File: config.mk
export PLATFORM = sky130hd
export DESIGN_NAME = keypad_debounce_press_detect
export DESIGN_NICKNAME = d
export VERILOG_FILES = /design/src/sv/kdpd_pkg.sv /design/src/sv/kdpd_lane.sv /design/src/sv/kdpd_merge.sv /design/src/sv/keypad_debounce_press_detect.sv
export SDC_FILE = /design/constraint.sdc
export NUM_CORES = 1
export LEC_CHECK = 0
export BUFFER_PORTS_ARGS = -buffer_cell sky130_fd_sc_hd__buf_2
export CORE_MARGIN = 2
export CORE_UTILIZATION = 40
export DETAILED_ROUTE_END_ITERATION = 6
export PLACE_DENSITY_LB_ADDON = 0.12
export SYNTH_ARGS = -nofsm -noshare
export SYNTH_HDL_FRONTEND = slang
export SYNTH_HIERARCHICAL = 1
export SYNTH_SLANG_ARGS = --single-unit
File: constraint.sdc
create_clock -name clk -period 5.9 [get_ports clk]
set_clock_uncertainty 0.05 [all_clocks]
set_input_delay 0.59 -clock clk [delete_from_list [all_inputs] [get_ports clk]]
set_output_delay 0.59 -clock clk [all_outputs]
set_load 0.1 [all_outputs]
File: src/sv/kdpd_pkg.sv
package kdpd_pkg;

    // Fixed field widths.
    localparam int RAW_WIDTH   = 4;
    localparam int TIME_WIDTH  = 32;
    localparam int EVENT_WIDTH = 2;
    localparam int CFG_INDEX_WIDTH = 2;

    // Default number of keys and the hold time loaded at reset.
    localparam int NUM_KEYS_DEF = 4;
    localparam logic [TIME_WIDTH-1:0] HOLD_RESET = 32'd20000;

    // Configuration register indexes.
    localparam logic [CFG_INDEX_WIDTH-1:0] REG_RISE_HOLD = 2'd0;
    localparam logic [CFG_INDEX_WIDTH-1:0] REG_FALL_HOLD = 2'd1;

    // Event codes.
    localparam logic [EVENT_WIDTH-1:0] EVT_NONE     = 2'd0;
    localparam logic [EVENT_WIDTH-1:0] EVT_CH_PLUS  = 2'd1;
    localparam logic [EVENT_WIDTH-1:0] EVT_POWER    = 2'd2;
    localparam logic [EVENT_WIDTH-1:0] EVT_CH_MINUS = 2'd3;

    typedef struct packed {
        logic [RAW_WIDTH-1:0]  raw_keys;
        logic [TIME_WIDTH-1:0] now_time;
    } sample_item_t;

    typedef struct packed {
        logic [EVENT_WIDTH-1:0] key_event;
        logic [RAW_WIDTH-1:0]   clean_keys;
    } result_item_t;

    // What one key lane reports to the merging stage.
    typedef struct packed {
        logic clean;
        logic new_press;
    } lane_status_t;

    // Event code raised by a new press of the given key.
    function automatic logic [EVENT_WIDTH-1:0] key_event_code(input int key);
        logic [EVENT_WIDTH-1:0] code;
        case (key)
            0:       code = EVT_CH_PLUS;
            1:       code = EVT_POWER;
            2:       code = EVT_CH_MINUS;
            default: code = EVT_NONE;
        endcase
        return code;
    endfunction

endpackage

File: src/sv/kdpd_lane.sv
module kdpd_lane (
    input  logic                                clk,
    input  logic                                rst_n,
    input  logic                                enable,
    input  logic                                level,
    input  logic [kdpd_pkg::TIME_WIDTH-1:0]     now_time,
    input  logic [kdpd_pkg::TIME_WIDTH-1:0]     rise_hold,
    input  logic [kdpd_pkg::TIME_WIDTH-1:0]     fall_hold,
    output kdpd_pkg::lane_status_t              status
);
    import kdpd_pkg::*;

    logic                  clean_reg, clean_next;
    logic                  timer_reg, timer_next;
    logic                  latch_reg, latch_next;
    logic [TIME_WIDTH-1:0] start_reg, start_next;

    logic                  differ;
    logic [TIME_WIDTH-1:0] hold;
    logic [TIME_WIDTH-1:0] start_eff;
    logic [TIME_WIDTH-1:0] elapsed;
    logic                  done;

    // A timer that is not yet running starts at the current time stamp.
    assign differ    = level != clean_reg;
    assign hold      = level ? rise_hold : fall_hold;
    assign start_eff = timer_reg ? start_reg : now_time;
    assign elapsed   = now_time - start_eff;
    assign done      = elapsed >= hold;

    always_comb
    begin
        clean_next = clean_reg;
        timer_next = 1'b0;
        start_next = start_reg;
        if (differ)
        begin
            start_next = start_eff;
            timer_next = !done;
            if (done)
            begin
                clean_next = level;
            end
        end
        // The latch follows the clean level: set on a press, cleared on a release.
        latch_next = clean_next;
    end

    assign status.clean     = clean_next;
    assign status.new_press = clean_next && !latch_reg;

    always_ff @(posedge clk or negedge rst_n)
    begin
        if (!rst_n)
        begin
            clean_reg <= 1'b0;
            timer_reg <= 1'b0;
            latch_reg <= 1'b0;
            start_reg <= '0;
        end
        else if (enable)
        begin
            clean_reg <= clean_next;
            timer_reg <= timer_next;
            latch_reg <= latch_next;
            start_reg <= start_next;
        end
    end

    // The latch only ever copies the clean level, so the two never part.
    assert property (@(posedge clk) disable iff (!rst_n) latch_reg == clean_reg)
        else $error("press latch out of step with clean level");

endmodule

File: src/sv/kdpd_merge.sv
module kdpd_merge #(
    parameter int NUM_KEYS = kdpd_pkg::NUM_KEYS_DEF
) (
    input  kdpd_pkg::lane_status_t [NUM_KEYS-1:0] lanes,
    output kdpd_pkg::result_item_t                result
);
    import kdpd_pkg::*;

    // Keys are scanned upwards, so the highest new press decides the event.
    always_comb
    begin
        result.key_event  = EVT_NONE;
        result.clean_keys = '0;
        for (int k = 0; k < NUM_KEYS; k++)
        begin
            if (lanes[k].new_press)
            begin
                result.key_event = key_event_code(k);
            end
            if (k < RAW_WIDTH)
            begin
                result.clean_keys[k] = lanes[k].clean;
            end
        end
    end

endmodule

File: src/sv/keypad_debounce_press_detect.sv
// Timed debounce of a small keypad with press-edge detection.
//
// The sample channel (sample_valid, sample_stall, sample) carries one
// transaction per key scan: four raw key levels and a free-running 32-bit
// time stamp. Every key has its own lane that times a level change against
// the rise or fall hold time; a merging stage turns new presses into an
// event code and collects the clean levels. The result channel (result_valid,
// result_stall, result) returns exactly one transaction per sample.
//
// A sample is taken every cycle while the result side keeps up; the result
// is registered in the output stage. The per-key lane does its wrapping
// subtract and compare combinationally as the sample is accepted. A two-entry
// output stage means that a sample is still accepted while one result waits;
// only when both entries hold results does sample_stall rise.
//
// The configuration port writes the rise (index 0) and fall (index 1) hold
// times; other indexes are ignored. It is always ready. Reset loads both
// hold times with 20000, releases every key and empties the output stage.
module keypad_debounce_press_detect #(
    parameter int NUM_KEYS = kdpd_pkg::NUM_KEYS_DEF
) (
    input  logic                                    clk,
    input  logic                                    rst_n,
    input  logic                                    sample_valid,
    output logic                                    sample_stall,
    input  kdpd_pkg::sample_item_t                  sample,
    output logic                                    result_valid,
    input  logic                                    result_stall,
    output kdpd_pkg::result_item_t                  result,
    input  logic                                    cfg_valid,
    output logic                                    cfg_ready,
    input  logic [kdpd_pkg::CFG_INDEX_WIDTH-1:0]    cfg_index,
    input  logic [kdpd_pkg::TIME_WIDTH-1:0]         cfg_data
);
    import kdpd_pkg::*;

    logic [TIME_WIDTH-1:0] rise_hold_reg;
    logic [TIME_WIDTH-1:0] fall_hold_reg;

    lane_status_t [NUM_KEYS-1:0] lane_status;
    result_item_t                merged;

    result_item_t out_data_reg, out_data_next;
    logic         out_valid_reg, out_valid_next;
    result_item_t skid_data_reg, skid_data_next;
    logic         skid_valid_reg, skid_valid_next;

    logic sample_fire;
    logic result_fire;

    // The configuration registers take a write in any cycle.
    assign cfg_ready = 1'b1;

    always_ff @(posedge clk or negedge rst_n)
    begin
        if (!rst_n)
        begin
            rise_hold_reg <= HOLD_RESET;
            fall_hold_reg <= HOLD_RESET;
        end
        else if (cfg_valid && cfg_ready)
        begin
            case (cfg_index)
                REG_RISE_HOLD: rise_hold_reg <= cfg_data;
                REG_FALL_HOLD: fall_hold_reg <= cfg_data;
                default:       ;
            endcase
        end
    end

    // A sample is refused only when the skid entry is occupied, which is a
    // registered condition and therefore independent of sample_valid.
    assign sample_stall = skid_valid_reg;
    assign sample_fire  = sample_valid && !sample_stall;
    assign result_fire  = out_valid_reg && !result_stall;

    // One lane per key. Keys beyond the raw field always see a released level.
    for (genvar k = 0; k < NUM_KEYS; k++)
    begin : g_lane
        logic level;
        if (k < RAW_WIDTH)
        begin : g_raw
            assign level = sample.raw_keys[k];
        end
        else
        begin : g_none
            assign level = 1'b0;
        end

        kdpd_lane u_lane (
            .clk       (clk),
            .rst_n     (rst_n),
            .enable    (sample_fire),
            .level     (level),
            .now_time  (sample.now_time),
            .rise_hold (rise_hold_reg),
            .fall_hold (fall_hold_reg),
            .status    (lane_status[k])
        );
    end

    kdpd_merge #(
        .NUM_KEYS (NUM_KEYS)
    ) u_merge (
        .lanes  (lane_status),
        .result (merged)
    );

    // Two-entry output stage. The head entry drives the result port; the skid
    // entry catches a new result while the head is held by the receiver.
    always_comb
    begin
        out_data_next   = out_data_reg;
        out_valid_next  = out_valid_reg;
        skid_data_next  = skid_data_reg;
        skid_valid_next = skid_valid_reg;
        if (!out_valid_reg || result_fire)
        begin
            if (skid_valid_reg)
            begin
                out_data_next   = skid_data_reg;
                out_valid_next  = 1'b1;
                skid_valid_next = 1'b0;
            end
            else
            begin
                out_data_next  = merged;
                out_valid_next = sample_fire;
            end
        end
        else if (sample_fire)
        begin
            skid_data_next  = merged;
            skid_valid_next = 1'b1;
        end
    end

    always_ff @(posedge clk or negedge rst_n)
    begin
        if (!rst_n)
        begin
            out_valid_reg  <= 1'b0;
            skid_valid_reg <= 1'b0;
        end
        else
        begin
            out_valid_reg  <= out_valid_next;
            skid_valid_reg <= skid_valid_next;
        end
    end

    always_ff @(posedge clk)
    begin
        out_data_reg  <= out_data_next;
        skid_data_reg <= skid_data_next;
    end

    assign result_valid = out_valid_reg;
    assign result       = out_data_reg;

    // The skid entry is only ever filled behind a waiting head entry.
    assert property (@(posedge clk) disable iff (!rst_n) skid_valid_reg |-> out_valid_reg)
        else $error("skid entry holds a result while the head is empty");

    // An accepted sample always leaves a result on the port in the next cycle.
    assert property (@(posedge clk) disable iff (!rst_n) sample_fire |=> result_valid)
        else $error("accepted sample produced no result");

    // A channel-plus event can only come from key 0 being cleanly pressed.
    assert property (@(posedge clk) disable iff (!rst_n)
        (result_valid && result.key_event == EVT_CH_PLUS) |-> result.clean_keys[0])
        else $error("channel-plus event without key 0 pressed");

endmodule

Yosys cells after proc, flatten, opt, wreduce, memory -nomap -nowiden
Cells that the tools add are included.
W data, S select, Z words.
{"block": "word_totals", "output_inout_bits": 9, "regBits": 214}
{"block": "classes", "addsub": 4, "n_eq_ne": 5, "n_bitwise": 1, "reduce_logical": 27, "mux": 28, "magnitude_cmp": 4}
{"op": "$mux W32", "count": 8}
{"op": "$ge A32 B32 Y1", "count": 4}
{"op": "$sub A32 B32 Y32", "count": 4}
{"op": "$mux W1", "count": 16}
{"op": "$reduce_and A2 Y1", "count": 7}
{"op": "$logic_not A1 Y1", "count": 11}
{"op": "$logic_and A1 B1 Y1", "count": 6}
{"op": "$mux W2", "count": 3}
{"op": "$mux W6", "count": 1}
{"op": "$ne A1 B1 Y1", "count": 4}
{"op": "$eq A2 B1 Y1 const B", "count": 1}
{"op": "$logic_not A2 Y1", "count": 1}
{"op": "$reduce_bool A2 Y1", "count": 1}
{"op": "$logic_or A1 B1 Y1", "count": 1}
{"op": "$not A1 Y1", "count": 1}

Longest topological paths before layout
Gate-level depths: netlist (run 1).
{"block": "depth", "depth_word": 11, "ltp_mapped": 23, "mapped_depth_nobuf": 22}

Hierarchy
The synthesis (run 1) kept the hierarchy.
{"mod": "kdpd_lane at g_lane[1].u_lane ...", "cells_each": 566, "seq_area_each_um2": 850.8, "instances": 2, "area_per_inst_um2": 4569.4}
{"mod": "kdpd_lane at g_lane[0].u_lane", "cells_each": 535, "seq_area_each_um2": 850.8, "instances": 1, "area_per_inst_um2": 4398.0}
{"mod": "kdpd_lane at g_lane[3].u_lane", "cells_each": 495, "seq_area_each_um2": 850.8, "instances": 1, "area_per_inst_um2": 4284.1}
{"mod": "keypad_debounce_press_detect", "cells_each": 165, "seq_area_each_um2": 2024.4, "instances": 1, "area_per_inst_um2": 2949.1}
{"mod": "kdpd_merge", "cells_each": 9, "seq_area_each_um2": 0.0, "instances": 1, "area_per_inst_um2": 56.3}

Least setup slack after synthesis (run 1)
No wires, ideal clock.
{"block": "synth_path", "kind": "register to register", "start": "reg g_lane[3].u_lane.timer_reg", "end": "reg out_data_reg (netlist bit result[3]) (data pin)", "period_less_slack_ns": 5.622, "t_required_ns": 5.590, "arrival_time_ns": 5.312, "n_path_buf": 5, "setup_ns": 0.260, "slack_ns": 0.278, "stages_incl_launch_ff": 22, "path_cell_list": "dfrtp_1 > clkbuf_1 > clkbuf_1 > mux2i_1 > ha_1 > buf_6 > a211oi_2 > nor2_1 > or4b_4 > a21oi_2 > o21ai_2 > o311a_1 > a311o_1 > ha_1 > nand4_1 > or2_2 > or3_1 > o221ai_1 > mux2_2 > buf_4 > buf_4 > mux2_2"}
{"block": "synth_via", "elab_chain_len": 6}
{"element": "start, declared", "line": "kdpd_lane.sv:14", "source": "logic timer_reg, timer_next;"}
{"element": "start signal, assigned", "line": "kdpd_lane.sv:64", "source": "timer_reg <= timer_next;"}
{"element": "$mux W32", "line": "kdpd_lane.sv:27", "source": "assign start_eff = timer_reg ? start_reg : now_time;"}
{"element": "$sub A32 B32 Y32", "line": "kdpd_lane.sv:28", "source": "assign elapsed = now_time - start_eff;"}
{"element": "$ge A32 B32 Y1", "line": "kdpd_lane.sv:29", "source": "assign done = elapsed >= hold;"}
{"element": "$mux W1", "line": "kdpd_lane.sv:40", "source": "if (done)"}
{"element": "$mux W1", "line": "kdpd_lane.sv:36", "source": "if (differ)"}
{"element": "named net g_lane[3].u_lane.clean_next", "line": "kdpd_lane.sv:13", "source": "logic clean_reg, clean_next;"}
{"element": "$mux W6", "line": "keypad_debounce_press_detect.sv:119", "source": "if (skid_valid_reg)"}
{"element": "end signal, assigned", "line": "keypad_debounce_press_detect.sv:154", "source": "out_data_reg <= out_data_next;"}
{"element": "end, declared", "line": "keypad_debounce_press_detect.sv:43", "source": "result_item_t out_data_reg, out_data_next;"}
The timed path passes the listed nets, and every way through them passes these cells.
A chain may end at the register's enable or synchronous reset.

==> results of run 1 <==
==> area by class of cell <==
class,instances,area share
multi-input cells,1977,0.643
flip-flops and latches,214,0.237
well taps,680,0.0371
clock buffers,38,0.0353
repair buffers,120,0.0318
clock inverters,16,0.00954
inverters,36,0.00589
diodes,2,0.000218
==> through the flow <==
step / utilization / total power [mW] / hold slack [ps]
3_5_place_dp: 0.426 / 9.98 / 420
5_1_grt: 0.446 / 13.1 / 71.6
4_1_cts: 0.446 / 12.0 / 37.1
6_report: 0.446 / 12.0 / 6.62
2_1_floorplan: - / 8.05 / 244
3_3_place_gp: 0.426 / 9.82 / 411
==> worst paths after layout <==
path                                                                   end  slack, ps
worst max register to register                         result[3]$_DFFE_PP_        310
max in group asynchronous           g_lane[2].u_lane/timer_reg$_DFFE_PN0P_       4630
min in group clk                                  result_valid$_DFFE_PN0P_        160
worst max-delay path                                   result[3]$_DFFE_PP_        310
worst min-delay path             g_lane[0].u_lane/start_reg[3]$_DFFE_PN0P_          7
worst min register to register  g_lane[2].u_lane/start_reg[18]$_DFFE_PN0P_        430
==> kinds of logic after synthesis <==
logic type | Yosys count
AOI/OAI and AO/OA | 633
and+or+nand+nor | 639
other | 1
muxes | 338
DFF | 214
buffers and inverters | 145
xor gates and xnor gates | 106
adders and majority gates | 260
==> report_power, final <==
group	internal [mW]	total, mW	switching [mW]
clock	1.18	1.93	0.751
sequential	2.06	2.51	0.444
combinational	3.04	7.53	4.49
==> layer usage <==
| layer | vias up | part of all wire |
|---|---|---|
| met3 | 84 | 0.042 |
| met4 | 2 | 0.021 |
| met1 | 8773 | 0.49 |
| li1 | 8815 | - |
| met5 | - | 0.00026 |
| met2 | 376 | 0.45 |
==> cells in the final DEF (no fill, tap or decap), types with 12 or more instances in the layout <==
cell type,Yosys,final
o21a_1,16,16
o21ai_0,209,209
clkbuf_16,0,29
buf_2,29,81
xnor2_1,66,66
mux2_2,82,82
a211oi_1,25,25
a21oi_1,165,164
nor2b_1,17,17
a21o_1,46,46
a311oi_1,18,18
and3_1,18,18
nand2b_1,22,22
nor3_1,43,43
buf_4,12,36
dfrtp_1,192,188
ha_1,256,256
xor2_1,40,40
nand2_1,264,260
mux2i_1,248,248
nor2_1,113,113
o211ai_1,12,12
nand4_1,49,49
a31oi_1,17,16
edfxtp_1,12,12
inv_1,36,36
o21ai_1,14,14
nand3_1,48,48
==> worst max-delay path, cell delays in order (launching register included) <==
cell      delay, ps
dfrtp_2         500
buf_4           250
mux2i_1         360
ha_1            340
a21o_1          180
a221oi_2        360
or4_1           280
a31oi_2         170
or2_1           300
a311oi_1        340
xnor2_1         110
ha_1            300
nand4_1         120
or2_2           340
or3_1           420
o221ai_2        250
mux2_2          390
mux2_2          260
==> results.md, run 1 <==
* Fin. max-slew vios at 0
* CTS Hold Bufs at 0
* First drt pass iteration count at 5
* FF+latch area at 5440 µm²
* Syn Std Cell Area at 20800 µm²
* VDD IR-drop max at 336 µV
* Avg WL per Cell at 22.2 µm
* # nets final at 2713
* Grt ovf at 0
* First-pass GRT wire length at 106000 µm
* Mapped Cells at 2336
* Synth top area cells: dfrtp_1 (23%), ha_1 (15%), mux2i_1 (12%)
* Status: complete, no violations
* CTS tree: built
* Simple logic cell fraction of the synthesized area at 0.146
* Met3 GRT Util at 0.0290
* Number of synthesized flops with an enable pin at 12
* Non-filler cells in the finished layout at 3083
* Top_reg_cell synth: dfrtp_1
* Xor/xnor share of the synthesized area at 0.0446
* Synth cell count leaders: nand2_1 (264), ha_1 (256), mux2i_1 (248), o21ai_0 (209), dfrtp_1 (192)
* Antenna violations before repair at 3
* Vias at 18050
* CTS resizes at 0
* Area of the multi-input gates at 14800 µm²
* Met1 usage at 0.361
* Placed Cells at 3027
* Routability cong. at 0.922
* Largest register FFs at 128
* Layout area overhead at 10.2%
* Vias in the first global route at 17830
* Post-route minimum period at 5590 ps
* Static leakage at 10.1 nW
* Final WL at 68400 µm
* CTS sink count at 214
* CP startpoint: g_lane[3].u_lane/timer_reg$_DFFE_PN0P_
* P per Cell Area at 521 nW/µm²
* M2 GR Usage at 0.414
* Reg2Reg Depth at 17
* Total track usage at 0.254
* Fill count at 5055
* H-tree depth at 1
* Setup crit end kind: flop
* Slew margin rel. at 0.206
* Max Fclk at 0.179 GHz
* Inserted Clock Buffers at 29
* Crit Path Max Fanout at 8
* Most common cell in the netlist: nand2_1
* Routed Antenna Nets at 0
* Post-DR vias/cell at 5.85
* Post-CTS setup buffer count at 0
* Mapped Avg Cell Area at 8.92 µm²
* R2r startpoint: g_lane[3].u_lane/timer_reg$_DFFE_PN0P_
* Final setup fails at 0
* Max_cap viols at 0
* Die area at 53900 µm²
* Initial drt markers at 1139
* Layout cell share with drive strength beyond 1 at 0.128
* Area leader, netlist: dfrtp_1
* HP Class: primary input to async pin
* Core area at 51400 µm²
* Largest net degree at the start of global routing at 104
* Final Cell Area at 23000 µm²
* Sequential element share of the synthesized area at 0.261
* Synth warn at 6
* Initial Util at 0.405
* Final Cycle Share at 0.947
* Pre-CTS setup slack at 74.3 ps
* Syn_nets at 2671
* Setup TNS at 0 ps
* Die Ht at 232 µm
* Layer carrying the most global-route usage: met2
* Clock Tree Buf Depth at 3
* Worst slew pin tran at 1190 ps
* Compound-gate portion of the synthesized area at 0.191
* DRC at 0
* # IOs at 84
* Clock network latency to the later pin of the worst-skew pair at 590 ps
* Fin. Hold Viols at 0
* Kind of critical path: flop to flop
* Final setup margin at 311 ps
* FP Rows at 83
* Unrepaired setup endpoints after global routing: no
* Total placed instance area at 21900 µm²
* Largest family of logic cells by synthesized area: compound AO/OA/AOI/OAI gates
* Post-synth ARST share at 0.944
* Port bufs at 82
* Crit path DAT at 5880 ps
* Adder-cell share of the synthesized area at 0.158
* Reg clk slew, reported paths at 60 ps
* Mux cell area share after synthesis at 0.168
* CTS root buf: clkbuf_16
* Yosys reg bits at 214
* Die W at 232 µm
* Startpoint type of the worst setup path: flop
* Yosys cell types at 92
* Top cell type's share of synthesized area at 0.231
* Worst path required time at 6190 ps
* DP HPWL at 53800 µm
Power figures use the tool's default switching activity.
==> inputs of run 2 (changes only) <==
--- a/config.mk
+++ b/config.mk
@@ -5,6 +5,7 @@
 export SDC_FILE = /design/constraint.sdc
 export NUM_CORES = 1
 export LEC_CHECK = 0
+export ABC_AREA = 1
 export BUFFER_PORTS_ARGS = -buffer_cell sky130_fd_sc_hd__buf_2
 export CORE_MARGIN = 2
 export CORE_UTILIZATION = 40
==> run 2 against run 1 <==
  * Critical path depth increased by 7
  * Worst hold slack improved by 140 ps
  * Cell area increased by 1.5%
  * Non-clock buffer count decreased by 12
  * Sequential cell count unchanged
  * Sequential share of layout area decreased by 0.36 points
  * Combinational power increased by 0.9%
  * Via count increased by 8.2%
  * Maximum frequency increased by 8.6%
  * Clock power increased by 7%
  * Critical path type unchanged
  * Highest routed layer is now met4
==> results.md, run 2 <==
* Initial Util at 0.403 (-0.00253)
* CTS resizes at 0 (unchanged)
* Inserted Clock Buffers at 30 (+3.4%)
* Hold Path Sink: result_valid$_DFFE_PN0P_
* Area leader, netlist: dfrtp_1
* Worst path required time at 6310 ps (+120 ps)
* Commonest non-fill, non-tap cells in the layout: nand2_1 (709), ha_1 (256), mux2i_1 (244)
* Yosys reg bits at 214 (unchanged)
* Die Ht at 234 µm (+0.58%)
* Number of synthesized flops with an enable pin at 12 (unchanged)
* Slew margin rel. at 0.184 (-0.0216)
* Slowest stage delay, CP at 640 ps (+140 ps)
* Synth warn at 6 (unchanged)
* Grt ovf at 0 (unchanged)
* Clock network latency to the later pin of the worst-skew pair at 620 ps (+30 ps)
* Setup TNS at 0 ps (unchanged)
* Final Cycle Share at 0.872 (-0.0754)
* Post-route minimum period at 5140 ps (-445 ps)
* Placed Cells at 3502 (+16%)
* DRC at 0 (unchanged)
* Syn_nets at 3131 (+17%)
* First drt pass iteration count at 5 (unchanged)
* CP max stage cell: dfrtp_2
* P per Cell Area at 524 nW/µm² (+0.46%)
* Max_cap viols at 0 (unchanged)
* Max Fclk at 0.194 GHz (+8.6%)
* Total track usage at 0.286 (+0.0311)
* Layout cell share with drive strength beyond 1 at 0.0930 (-0.0353)
* Final Cell Area at 23300 µm² (+1.5%)
* Initial drt markers at 1642 (+44%)
* CTS root buf: clkbuf_16
* Vias in the first global route at 18407 (+3.2%)
* FP Rows at 84 (+1.2%)
* Unrepaired setup endpoints after global routing: no
* H-tree depth at 1 (unchanged)
* Wl on met1 at 38200 µm (+15%)
* Worst slew pin tran at 1210 ps (+27.3 ps)
* Yosys cell types at 45 (-51%)
* Largest net degree at the start of global routing at 88 (-15%)
* Top sig layer: met4
* HP Class: primary input to flop
* N_diodes at 0 (-2)
* Hold_sp: sample_valid
* R2r startpoint: g_lane[2].u_lane/timer_reg$_DFFE_PN0P_
* CP bufs+invs at 3 (+2)
* Most common cell in the netlist: nand2_1
* WL met2 at 34100 µm (+10%)
* Core area at 52300 µm² (+1.8%)
* Fin. Hold Viols at 0 (unchanged)
* # IOs at 84 (unchanged)
* DP HPWL at 64200 µm (+19%)
* Top_reg_cell synth: dfrtp_1
* Routed Antenna Nets at 0 (unchanged)
* Antenna violations before repair at 0 (-3)
* Reg2Reg Depth at 24 (+7)
* Post-DR vias/cell at 5.49 (-6.3%)
* First-pass GRT wire length at 117000 µm (+10%)
* Mapped Avg Cell Area at 7.54 µm² (-15%)
* Sequential element share of the synthesized area at 0.258 (-0.00305)
* Non-filler cells in the finished layout at 3559 (+15%)
* Syn Std Cell Area at 21100 µm² (+1.2%)
* Crit Path Max Fanout at 12 (+4)
* Setup crit end kind: flop
* VDD IR-drop max at 296 µV (-12%)
* Final setup fails at 0 (unchanged)
* Kind of critical path: flop to flop
* Final WL at 78200 µm (+14%)
* Die W at 234 µm (+0.58%)
* Mapped Cells at 2796 (+20%)
* Met3 WL post-DR at 4230 µm (+47%)
* Avg WL per Cell at 22.0 µm (-1.1%)
* Total placed instance area at 22100 µm² (+1.2%)
* Most common cell after layout, fill and taps aside: nand2_1
* CTS sink count at 214 (unchanged)
* Synth cell count leaders: nand2_1 (709), ha_1 (256), mux2i_1 (244), o21ai_0 (231), a21oi_1 (221)
* CP most frequent cell: nand2_1
* Vias at 19522 (+8.2%)
* Reg clk slew, reported paths at 60 ps (about the same)
* # nets final at 3182 (+17%)
* Internal reg-to-reg setup slack at 760 ps (+440 ps)
* Fin. max-slew vios at 0 (unchanged)
* Top cell type's share of synthesized area at 0.228 (-0.00270)
* Hold Crit Depth at 3
* Clock Tree Buf Depth at 3 (unchanged)
* Synth top area cells: dfrtp_1 (23%), ha_1 (15%), nand2_1 (13%)
* Crit path max-delay family: simple AND/OR/NAND/NOR gates
* Die area at 54500 µm² (+1.2%)
* Port bufs at 82 (unchanged)
* Critical path cell sequence: buf_4 > mux2i_1 > ha_1 > a21oi_1 > o21ai_0 > a21oi_1 > o21ai_0 > a21oi_1 > nand2_1 > nand2_1 > nand2_1 > ha_1 > nand2_1 > nor2_1 > nand4_1 > nor4_1 > nand2_1 > nand3_1 > nand2_1 > nor2_1 > inv_1 > a21oi_1 > inv_1 > o21ai_0
* Routability cong. at 0.970 (+5.2%)
* Post-synth ARST share at 0.944 (unchanged)
* Crit path DAT at 5560 ps (-320 ps)
* Startpoint type of the worst setup path: flop
* Status: complete, no violations
* CTS tree: built
* Largest register FFs at 128 (unchanged)
* Static leakage at 11.4 nW (+12%)
* FF-to-FF End: result[5]$_DFFE_PP_
* Layout area overhead at 10.5%
-- run 2: cells by family after synthesis --
logic type                 share of synthesized area
DFF                                            0.258
and+or+nand+nor                                0.231
muxes                                          0.116
adders and majority gates                      0.156
xor gates and xnor gates                      0.0366
buffers and inverters                         0.0546
other                                       0.000178
AOI/OAI and AO/OA                              0.148
-- run 2: worst register-to-register path, cell delays in order, from the launching register on --
cell	delay, ps
dfrtp_2	640
buf_4	290
mux2i_1	300
ha_1	360
a21oi_1	230
o21ai_0	190
a21oi_1	170
o21ai_0	160
a21oi_1	330
nand2_1	100
nand2_1	60
nand2_1	70
ha_1	290
nand2_1	60
nor2_1	160
nand4_1	150
nor4_1	440
nand2_1	140
nand3_1	120
nand2_1	80
nor2_1	160
inv_1	90
a21oi_1	170
inv_1	60
o21ai_0	130
-- run 2: per-layer routing --
| metal | GRT usage | vias up |
|---|---|---|
| met1 | 0.423 | 9141 |
| met3 | 0.0332 | 86 |
| li1 | - | 9721 |
| met5 | 0 | - |
| met2 | 0.444 | 574 |
| met4 | 0.0568 | 0 |
-- run 2: repair_timing --
item                      4_1_cts  5_1_grt
hold endpoints to repair       76        0
hold buffers                    1        0
setup buffers                   0        0
-- run 2: cell type report --
type	instances	area, µm²
Sequential cell	214	5430
Clock buffer	38	851
Fill cell	5412	29100
Inverter	188	706
Timing Repair Buffer	108	643
Tap cell	688	861
Multi-Input combinational cell	2305	14500
Clock inverter	18	279
-- run 2: per-stage QoR --
step	hold WS, ps	worst slack, ps	power [mW]	util
final	151	756	12.2	0.445
after global placement	414	865	9.95	0.423
after CTS	118	912	12.2	0.445
after global routing	142	348	13.4	0.445
after detailed placement	421	944	10.0	0.423
after floorplan	244	1990	7.93	-
-- run 2: power breakdown --
group	internal (mW)	switching, mW	total (mW)
Clock	1.28	0.779	2.06
Sequential	2.06	0.476	2.54
Combinational	2.73	4.87	7.60
-- run 2: worst max-delay path by stage --
| stage | start | to | slack [ps] | depth (start not counted) |
|---|---|---|---|---|
| 3_5_place_dp | g_lane[2].u_lane/timer_reg$_DFFE_PN0P_ | result[5]$_DFFE_PP_ | 940 | 24 |
| 3_3_place_gp | g_lane[2].u_lane/timer_reg$_DFFE_PN0P_ | result[4]$_DFFE_PP_ | 860 | 24 |
| 6_report | g_lane[2].u_lane/timer_reg$_DFFE_PN0P_ | result[5]$_DFFE_PP_ | 760 | 24 |
| 4_1_cts | g_lane[2].u_lane/timer_reg$_DFFE_PN0P_ | result[5]$_DFFE_PP_ | 910 | 24 |
| 2_1_floorplan | g_lane[1].u_lane/timer_reg$_DFFE_PN0P_ | result[1]$_DFFE_PP_ | 1990 | 30 |
| 5_1_grt | g_lane[1].u_lane/timer_reg$_DFFE_PN0P_ | result[5]$_DFFE_PP_ | 350 | 25 |
